File: src/rtl/core/assert_macros.svh
// Assertion macros used by the top level RTL file of the packet deframer.
// Each macro samples on the rising edge of clk and is disabled while arst_n is low.
`ifndef ASSERT_MACROS_SVH
`define ASSERT_MACROS_SVH

`define ASSERT_CLK(label, prop, msg) \
	label: assert property (@(posedge clk) disable iff (!arst_n) prop) else $error(msg);

`define ASSERT_NEVER(label, expr, msg) \
	label: assert property (@(posedge clk) disable iff (!arst_n) !(expr)) else $error(msg);

`endif

File: src/rtl/core/rspd_pkg.sv
// Package for the packet deframer: phase and event codes, protocol characters,
// the result record type and the hex digit decoder. It depends on nothing.
`timescale 1ns / 1ps
`default_nettype none

package rspd_pkg;

	localparam logic [2:0] PH_IDLE     = 3'd0;
	localparam logic [2:0] PH_BODY     = 3'd1;
	localparam logic [2:0] PH_ESCAPE   = 3'd2;
	localparam logic [2:0] PH_RUNLEN   = 3'd3;
	localparam logic [2:0] PH_END      = 3'd4;
	localparam logic [2:0] PH_CHECKSUM = 3'd5;

	localparam logic [1:0] EV_DATA       = 2'd0;
	localparam logic [1:0] EV_END        = 2'd1;
	localparam logic [1:0] EV_BREAK      = 2'd2;
	localparam logic [1:0] EV_UNEXPECTED = 2'd3;

	localparam logic [7:0] CH_DOLLAR     = 8'h24;
	localparam logic [7:0] CH_HASH       = 8'h23;
	localparam logic [7:0] CH_RBRACE     = 8'h7D;
	localparam logic [7:0] CH_STAR       = 8'h2A;
	localparam logic [7:0] CH_PLUS       = 8'h2B;
	localparam logic [7:0] CH_MINUS      = 8'h2D;
	localparam logic [7:0] CH_BREAK      = 8'h03;
	localparam logic [7:0] MAX_BODY_CHAR = 8'd126;
	localparam logic [7:0] ESC_MASK      = 8'h20;
	localparam logic [7:0] RUN_BIAS      = 8'd29;

	typedef struct packed {
		logic [1:0] kind;
		logic [7:0] data;
		logic [7:0] count;
		logic       ok;
	} rspd_result_t;

	// Returns a valid flag in the top bit and the digit value below it.
	function automatic logic [4:0] hex_decode(input logic [7:0] c);
		logic [4:0] r;
		r = 5'd0;
		if (c >= 8'h30 && c <= 8'h39) begin
			r = {1'b1, 4'(c - 8'h30)};
		end else if (c >= 8'h61 && c <= 8'h66) begin
			r = {1'b1, 4'(c - 8'h57)};
		end else if (c >= 8'h41 && c <= 8'h46) begin
			r = {1'b1, 4'(c - 8'h37)};
		end
		return r;
	endfunction

endpackage

`default_nettype wire

File: src/rtl/core/rspd_parser.sv
// Deframing state machine: phase, running sum, checksum digit and last body byte.
// Processes one byte per enabled cycle and yields at most one result. Uses rspd_pkg.
`timescale 1ns / 1ps
`default_nettype none

module rspd_parser
	import rspd_pkg::*;
(
	input  wire logic         clk,
	input  wire logic         arst_n,
	input  wire logic         step,
	input  wire logic [7:0]   rx_byte,
	output logic              emit,
	output rspd_result_t      res
);

	logic [2:0] phase_q;
	logic [7:0] sum_q;
	logic [3:0] nibble_q;
	logic [7:0] last_q;
	logic       nonempty_q;

	logic [2:0] phase_d;
	logic [7:0] sum_d;
	logic [3:0] nibble_d;
	logic [7:0] last_d;
	logic       nonempty_d;

	logic [4:0] hex;
	logic [7:0] esc_byte;
	logic [7:0] run_len;
	logic       sum_add;

	always_comb begin
		hex      = hex_decode(rx_byte);
		esc_byte = rx_byte ^ ESC_MASK;
		run_len  = (rx_byte >= RUN_BIAS) ? (rx_byte - RUN_BIAS) : 8'd0;
		sum_add  = (phase_q == PH_BODY && rx_byte != CH_HASH) ||
		           phase_q == PH_ESCAPE || phase_q == PH_RUNLEN;

		phase_d    = phase_q;
		sum_d      = sum_add ? 8'(sum_q + rx_byte) : sum_q;
		nibble_d   = nibble_q;
		last_d     = last_q;
		nonempty_d = nonempty_q;
		emit       = 1'b0;
		res        = '{kind: EV_DATA, data: 8'd0, count: 8'd0, ok: 1'b0};

		unique case (phase_q)
			PH_BODY: begin
				if (rx_byte == CH_RBRACE) begin
					phase_d = PH_ESCAPE;
				end else if (rx_byte == CH_HASH) begin
					phase_d = PH_END;
				end else if (rx_byte == CH_STAR) begin
					phase_d = PH_RUNLEN;
				end else if (rx_byte > MAX_BODY_CHAR) begin
					emit     = 1'b1;
					res.kind = EV_UNEXPECTED;
					res.data = rx_byte;
				end else begin
					last_d     = rx_byte;
					nonempty_d = 1'b1;
					emit       = 1'b1;
					res.data   = rx_byte;
					res.count  = 8'd1;
				end
			end
			PH_ESCAPE: begin
				last_d     = esc_byte;
				nonempty_d = 1'b1;
				phase_d    = PH_BODY;
				emit       = 1'b1;
				res.data   = esc_byte;
				res.count  = 8'd1;
			end
			PH_RUNLEN: begin
				phase_d = PH_BODY;
				if (nonempty_q && run_len != 8'd0) begin
					emit      = 1'b1;
					res.data  = last_q;
					res.count = run_len;
				end
			end
			PH_END: begin
				if (hex[4]) begin
					nibble_d = hex[3:0];
					phase_d  = PH_CHECKSUM;
				end else begin
					emit     = 1'b1;
					res.kind = EV_UNEXPECTED;
					res.data = rx_byte;
				end
			end
			PH_CHECKSUM: begin
				emit = 1'b1;
				if (hex[4]) begin
					res.kind   = EV_END;
					res.ok     = ({nibble_q, hex[3:0]} == sum_q);
					phase_d    = PH_IDLE;
					sum_d      = 8'd0;
					nibble_d   = 4'd0;
					last_d     = 8'd0;
					nonempty_d = 1'b0;
				end else begin
					res.kind = EV_UNEXPECTED;
					res.data = rx_byte;
				end
			end
			default: begin
				phase_d = PH_IDLE;
				if (rx_byte == CH_PLUS || rx_byte == CH_MINUS) begin
					emit = 1'b0;
				end else if (rx_byte == CH_DOLLAR) begin
					phase_d = PH_BODY;
				end else if (rx_byte == CH_BREAK) begin
					emit     = 1'b1;
					res.kind = EV_BREAK;
				end else begin
					emit     = 1'b1;
					res.kind = EV_UNEXPECTED;
					res.data = rx_byte;
				end
			end
		endcase
	end

	always_ff @(posedge clk or negedge arst_n) begin
		if (!arst_n) begin
			phase_q    <= PH_IDLE;
			sum_q      <= 8'd0;
			nibble_q   <= 4'd0;
			last_q     <= 8'd0;
			nonempty_q <= 1'b0;
		end else if (step) begin
			phase_q    <= phase_d;
			sum_q      <= sum_d;
			nibble_q   <= nibble_d;
			last_q     <= last_d;
			nonempty_q <= nonempty_d;
		end
	end

endmodule

`default_nettype wire

File: src/rtl/core/rspd_out_reg.sv
// Result register of the deframer: holds one result beat until the consumer takes it.
// Uses rspd_result_t from rspd_pkg.
`timescale 1ns / 1ps
`default_nettype none

module rspd_out_reg
	import rspd_pkg::*;
(
	input  wire logic         clk,
	input  wire logic         arst_n,
	input  wire logic         load,
	input  wire rspd_result_t res,
	output logic              free,
	output logic              out_valid,
	input  wire logic         out_ready,
	output logic [1:0]        event_kind,
	output logic [7:0]        data_byte,
	output logic [7:0]        repeat_count,
	output logic              checksum_ok
);

	logic         valid_q;
	rspd_result_t res_q;

	assign free = !valid_q || out_ready;

	always_ff @(posedge clk or negedge arst_n) begin
		if (!arst_n) begin
			valid_q <= 1'b0;
		end else if (free) begin
			valid_q <= load;
		end
	end

	always_ff @(posedge clk) begin
		if (free && load) begin
			res_q <= res;
		end
	end

	assign out_valid    = valid_q;
	assign event_kind   = res_q.kind;
	assign data_byte    = res_q.data;
	assign repeat_count = res_q.count;
	assign checksum_ok  = res_q.ok;

endmodule

`default_nettype wire

File: src/rtl/core/rsp_packet_deframer_top.sv
// A byte accepted into the input register passes the parser, and its result beat is registered in rspd_out_reg.
// Throughput: one byte per cycle while the result register is free; a byte with no result leaves no beat.
// An untaken result beat stalls the parser, and a byte held in the input register waits.
// Reset is asynchronous and active low; it empties both registers and returns the parser
// to idle with a zero sum, nibble and last byte.
// Top level of the packet deframer; instantiates rspd_parser and rspd_out_reg.
`timescale 1ns / 1ps
`default_nettype none

`include "assert_macros.svh"

module rsp_packet_deframer_top
	import rspd_pkg::*;
(
	input  wire logic       clk,
	input  wire logic       arst_n,
	input  wire logic       in_valid,
	output logic            in_ready,
	input  wire logic [7:0] rx_byte,
	output logic            out_valid,
	input  wire logic       out_ready,
	output logic [1:0]      event_kind,
	output logic [7:0]      data_byte,
	output logic [7:0]      repeat_count,
	output logic            checksum_ok
);

	logic         vld_s1;
	logic [7:0]   byte_s1;
	logic         free;
	logic         step;
	logic         emit;
	rspd_result_t res;

	assign step     = vld_s1 && free;
	assign in_ready = !vld_s1 || free;

	always_ff @(posedge clk or negedge arst_n) begin
		if (!arst_n) begin
			vld_s1 <= 1'b0;
		end else if (in_ready) begin
			vld_s1 <= in_valid;
		end
	end

	always_ff @(posedge clk) begin
		if (in_ready && in_valid) begin
			byte_s1 <= rx_byte;
		end
	end

	rspd_parser u_parser (
		.clk     (clk),
		.arst_n  (arst_n),
		.step    (step),
		.rx_byte (byte_s1),
		.emit    (emit),
		.res     (res)
	);

	rspd_out_reg u_out (
		.clk          (clk),
		.arst_n       (arst_n),
		.load         (step && emit),
		.res          (res),
		.free         (free),
		.out_valid    (out_valid),
		.out_ready    (out_ready),
		.event_kind   (event_kind),
		.data_byte    (data_byte),
		.repeat_count (repeat_count),
		.checksum_ok  (checksum_ok)
	);

	`ASSERT_CLK(a_s1_hold, vld_s1 && !free |=> vld_s1 && $stable(byte_s1), "Stalled byte lost")
	`ASSERT_CLK(a_stall_full, !in_ready |-> vld_s1 && out_valid && !out_ready, "Bad input stall")
	`ASSERT_CLK(a_end_fields, out_valid && event_kind == EV_END |-> {data_byte, repeat_count} == '0, "End with data")
	`ASSERT_NEVER(a_data_fields, out_valid && event_kind == EV_DATA && (repeat_count == 8'd0 || checksum_ok), "Bad data beat")

endmodule

`default_nettype wire
File: config.mk
export PLATFORM = sky130hd
export DESIGN_NAME = rsp_packet_deframer_top
export DESIGN_NICKNAME = d
export VERILOG_FILES = /design/src/rtl/core/rspd_pkg.sv /design/src/rtl/core/rspd_parser.sv /design/src/rtl/core/rspd_out_reg.sv /design/src/rtl/core/rsp_packet_deframer_top.sv
export VERILOG_INCLUDE_DIRS = /design/src /design/src/rtl/core
export SDC_FILE = /design/constraint.sdc
export NUM_CORES = 1
export LEC_CHECK = 0
export BUFFER_PORTS_ARGS = -buffer_cell sky130_fd_sc_hd__buf_2
export CORE_MARGIN = 4
export CORE_UTILIZATION = 52
export DETAILED_ROUTE_END_ITERATION = 6
export HOLD_SLACK_MARGIN = 0.1
export PLACE_DENSITY_LB_ADDON = 0.05
export SLEW_MARGIN = 25
export SYNTH_ARGS = -nofsm -noshare
export SYNTH_HDL_FRONTEND = slang
export SYNTH_SLANG_ARGS = --single-unit
File: constraint.sdc
create_clock -name clk -period 8.42 [get_ports clk]
set_clock_uncertainty 0.1 [all_clocks]
set_input_delay 2.105 -clock clk [delete_from_list [all_inputs] [get_ports clk]]
set_output_delay 2.105 -clock clk [all_outputs]
set_load 0.02 [all_outputs]
==> metrics.md <==
| Metric | Value |
|---|---|
| CP Capture Type | output pin |
| Crit path launch | out_ready |
| Initial DRC count | between 150 and 200 |
| Worst vdd ir | 168 uV |
| Worst reg2reg startpoint | byte_s1[0]$_DFFE_PP_ |
| Clk buf depth | 2 |
| Fillers | 550 |
| Worst Path Arrival | 2.56 ns |
| CP required | 6.22 ns |
| Main flop type after synthesis | edfxtp_1 |
| Syn Nets | 350 |
| Actual slew at the worst max-slew pin | ~0.70 ns |
| TritonCTS clock tree | done |
| Slew margin rel. | a little over half |
| Hold Crit Start | u_parser.nibble_q[2]$_DFFE_PN0P_ |
| CORE AREA | 0.00603 mm2 |
| Gr ovfl total | 0 |
| Routed via count | about 2400 |
| Initial Util | between 50% and 60% |
| Pwr Density | about 280 mW/mm2 |
| Fmax achieved | 210 MHz |
| Area delta synth->final | 7.96% |
| Final Util | around three fifths |
| Post-route clock period utilization | between 50 and 60% |
| Post-DR wirelength/cell | 16.8 um |
| Outcome | finished, final reports clean |
| CTS Hold Bufs | 0 |
| Post-synth top area cell | edfxtp_1 |
| Largest net degree at the start of global routing | 27 |
| Combinational share of power | between 40% and 50% |
| Cts repair resizes | 0 |
| Unique masters post-synth | 64 |
| Synth top area share | between 20% and 30% |
| Clock-pin slew on the worst setup and hold paths | approximately 0.090 ns |
| All-Layer GR Usage | ~20% |
| Footprint of the multi-input gates | between 0.0015 and 0.002 mm2 |
| Unrepaired setup endpoints after global routing | no |
| Die X | 87.3 um |
| Drt pass-1 iters | 4 |
| Die area | between 0.007 and 0.008 mm2 |
| LEAKAGE | ~1.4 nW |
| Layout Cell Area excl Fill | 0.00353 mm2 |
| R2R Path End | u_out.checksum_ok$_SDFFCE_PN0P_ |
| Final TNS setup | 0 ns |
| Syn Std Cell Area | ~0.0033 mm2 |
| Crit start category | input port |
| Worst-Skew Late Latency | around 0.31 ns |
| Final WL | between 7000 and 8000 um |
| Vias in the first global route | between 2000 and 2500 |
| Sw frac | 41.0% |
| Antenna Cells | 0 |
| Worst-path fanout max | 3 |
| Yosys warnings | 0 |
| Clock share of power | between 10% and 20% |
| Num CTS Buffers | 5 |
| Internal power | 0.000593 W |
| H-tree levels | 2 |
| Root buf cell | clkbuf_8 |
| Slack of the critical path | approximately 3.7 ns |
| Pre-CTS setup slack | approximately 3.7 ns |
| Post-CTS Setup Bufs | 0 |
| Gate Count Post-Synth | between 300 and 400 |
| # port buffers | 32 |
| Hold Crit Endpoint | u_parser.nibble_q[2]$_DFFE_PN0P_ |
| Placer congestion estimate | around 0.88 |
| Max-slew violations | 0 |
| Fin. Hold Viols | 0 |
| Part of the power in registers | between 40% and 50% |
| Cells on worst reg2reg path | 7 |
| First-pass GRT wire length | around 12000 um |
| Register area | 0.00146 mm2 |
| Vias/cell | slightly below 6 |
| Share of cells above drive strength 1 | 16.3% |
| Register bit total from synthesis | 53 |
| IO Pins | 33 |
| Post-synth EDFFs | 27 |
| Final setup viols | 0 |
| Post-synth ARST share | between 40% and 50% |
| Cell Rows | 28 |
| Hold crit path type | flop to flop |
| Antenna-violating nets left | 0 |
| Commonest non-fill, non-tap cell in the layout | buf_2 |
| Setup Crit Path Kind | input port to output pin |
| Mean Syn Cell Area | around 10 um2 |
| R2R Setup Slk | ~5.2 ns |
| Sequential-to-total area share from yosys stat | 44.7% |
| Initial antenna violation count | 0 |
| Clk sink count | 53 |
| Nets | approximately 370 |
| Min cycle time layout | roughly 4.8 ns |
| Sw Pwr | 0.000412 W |
| Placed instance area | 0.00344 mm2 |
| Design Power | between 0.001 and 0.0015 W |
| Synth area leaders | edfxtp_1 25%, dfrtp_1 20%, ha_1 4.6%, xnor2_1 3.7%, nor2_1 3.1% |
| Most frequent cells in the layout | 32 x buf_2, 27 x nor2_1, 27 x edfxtp_1 |
| Residual DRC count | 0 |
| Die Ht | between 80 and 90 um |
| Post-DP HPWL | about 5300 um |
| WHS Path Cells | 2 |
| Total of max-cap violations | 0 |
## worst max-delay path, cell delays in order
cell	delay, ns
buf_2	0.10
nand3b_1	0.17
buf_2	0.18
## per-layer routing
| metal | track usage [%] | vias up | wire length [um] |
|---|---|---|---|
| li1 | - | 1226 | - |
| met1 | 30.0 | 1155 | 3550 |
| met2 | 32.0 | 60 | 3210 |
| met3 | 2.55 | 8 | 302 |
| met4 | 5.72 | 0 | 84 |
| met5 | 0 | - | 0 |
## cells by family (layout without fill, tap and decap cells)
| group | Yosys count | after routing | share of synthesized area [%] |
|---|---|---|---|
| compound gates | 82 | 82 | 19.0 |
| xor+xnor | 21 | 21 | 5.62 |
| fa+ha+maj | 13 | 13 | 5.20 |
| buf+inv | 34 | 59 | 4.86 |
| flops | 53 | 53 | 44.7 |
| mux | 9 | 9 | 2.95 |
| simple gates | 113 | 113 | 17.7 |
## power groups by stage
stage          Sequential (W)  Clock [W]  Combinational (W)
2_1_floorplan        0.000442          0           0.000323
3_3_place_gp         0.000442          0           0.000414
3_5_place_dp         0.000444          0           0.000422
4_1_cts              0.000439   0.000143           0.000424
5_1_grt              0.000451   0.000154           0.000476
6_report             0.000439   0.000141           0.000424
## synthesized netlist by cell type, drive strengths merged (4+ instances only)
master	instances
nand2b	7
nor2	28
o31ai	5
xnor2	14
o21bai	4
nand2	25
a21oi	16
mux2i	7
buf	12
nor2b	7
inv	19
a22o	8
nand3	17
o21ai	22
dfrtp	26
ha	12
nor3	10
edfxtp	27
xor2	7
## registers in the layout (all words and copies together), names as in the netlist
signal,cells
u_out.out_valid,1
u_parser.nonempty_q,1
u_parser.phase_q,3
u_out.checksum_ok,1
byte_s1,8
u_parser.nibble_q,4
u_out.repeat_count,8
u_out.event_kind,2
u_parser.sum_q,8
u_parser.last_q,8
vld_s1,1
u_out.data_byte,8
## cell type report
cell class	instances	area share, %
Multi-Input combinational cell	238	47.1
Sequential cell	53	41.4
Timing Repair Buffer	32	4.54
Tap cell	75	2.66
Clock buffer	6	2.06
Inverter	19	2.02
Clock inverter	2	0.283
## metrics by stage
| stage | std cells | hold WS, ns |
|---|---|---|
| 3_5_place_dp | 417 | 0.386 |
| 6_report | 425 | 0.408 |
| 3_3_place_gp | 417 | 0.383 |
| 2_1_floorplan | 325 | 0.366 |
| 4_1_cts | 425 | 0.406 |
| 5_1_grt | 425 | 0.426 |
## how the worst max path moves through the flow
| stage | end | slack, ns | cells after the start |
|---|---|---|---|
| global route | in_ready | 3.61 | 3 |
| global placement | in_ready | 3.67 | 3 |
| finish | in_ready | 3.66 | 3 |
| CTS | in_ready | 3.65 | 3 |
| floorplan | in_ready | 3.83 | 1 |
| detailed placement | in_ready | 3.66 | 3 |
(Power assumes the default switching activity.)
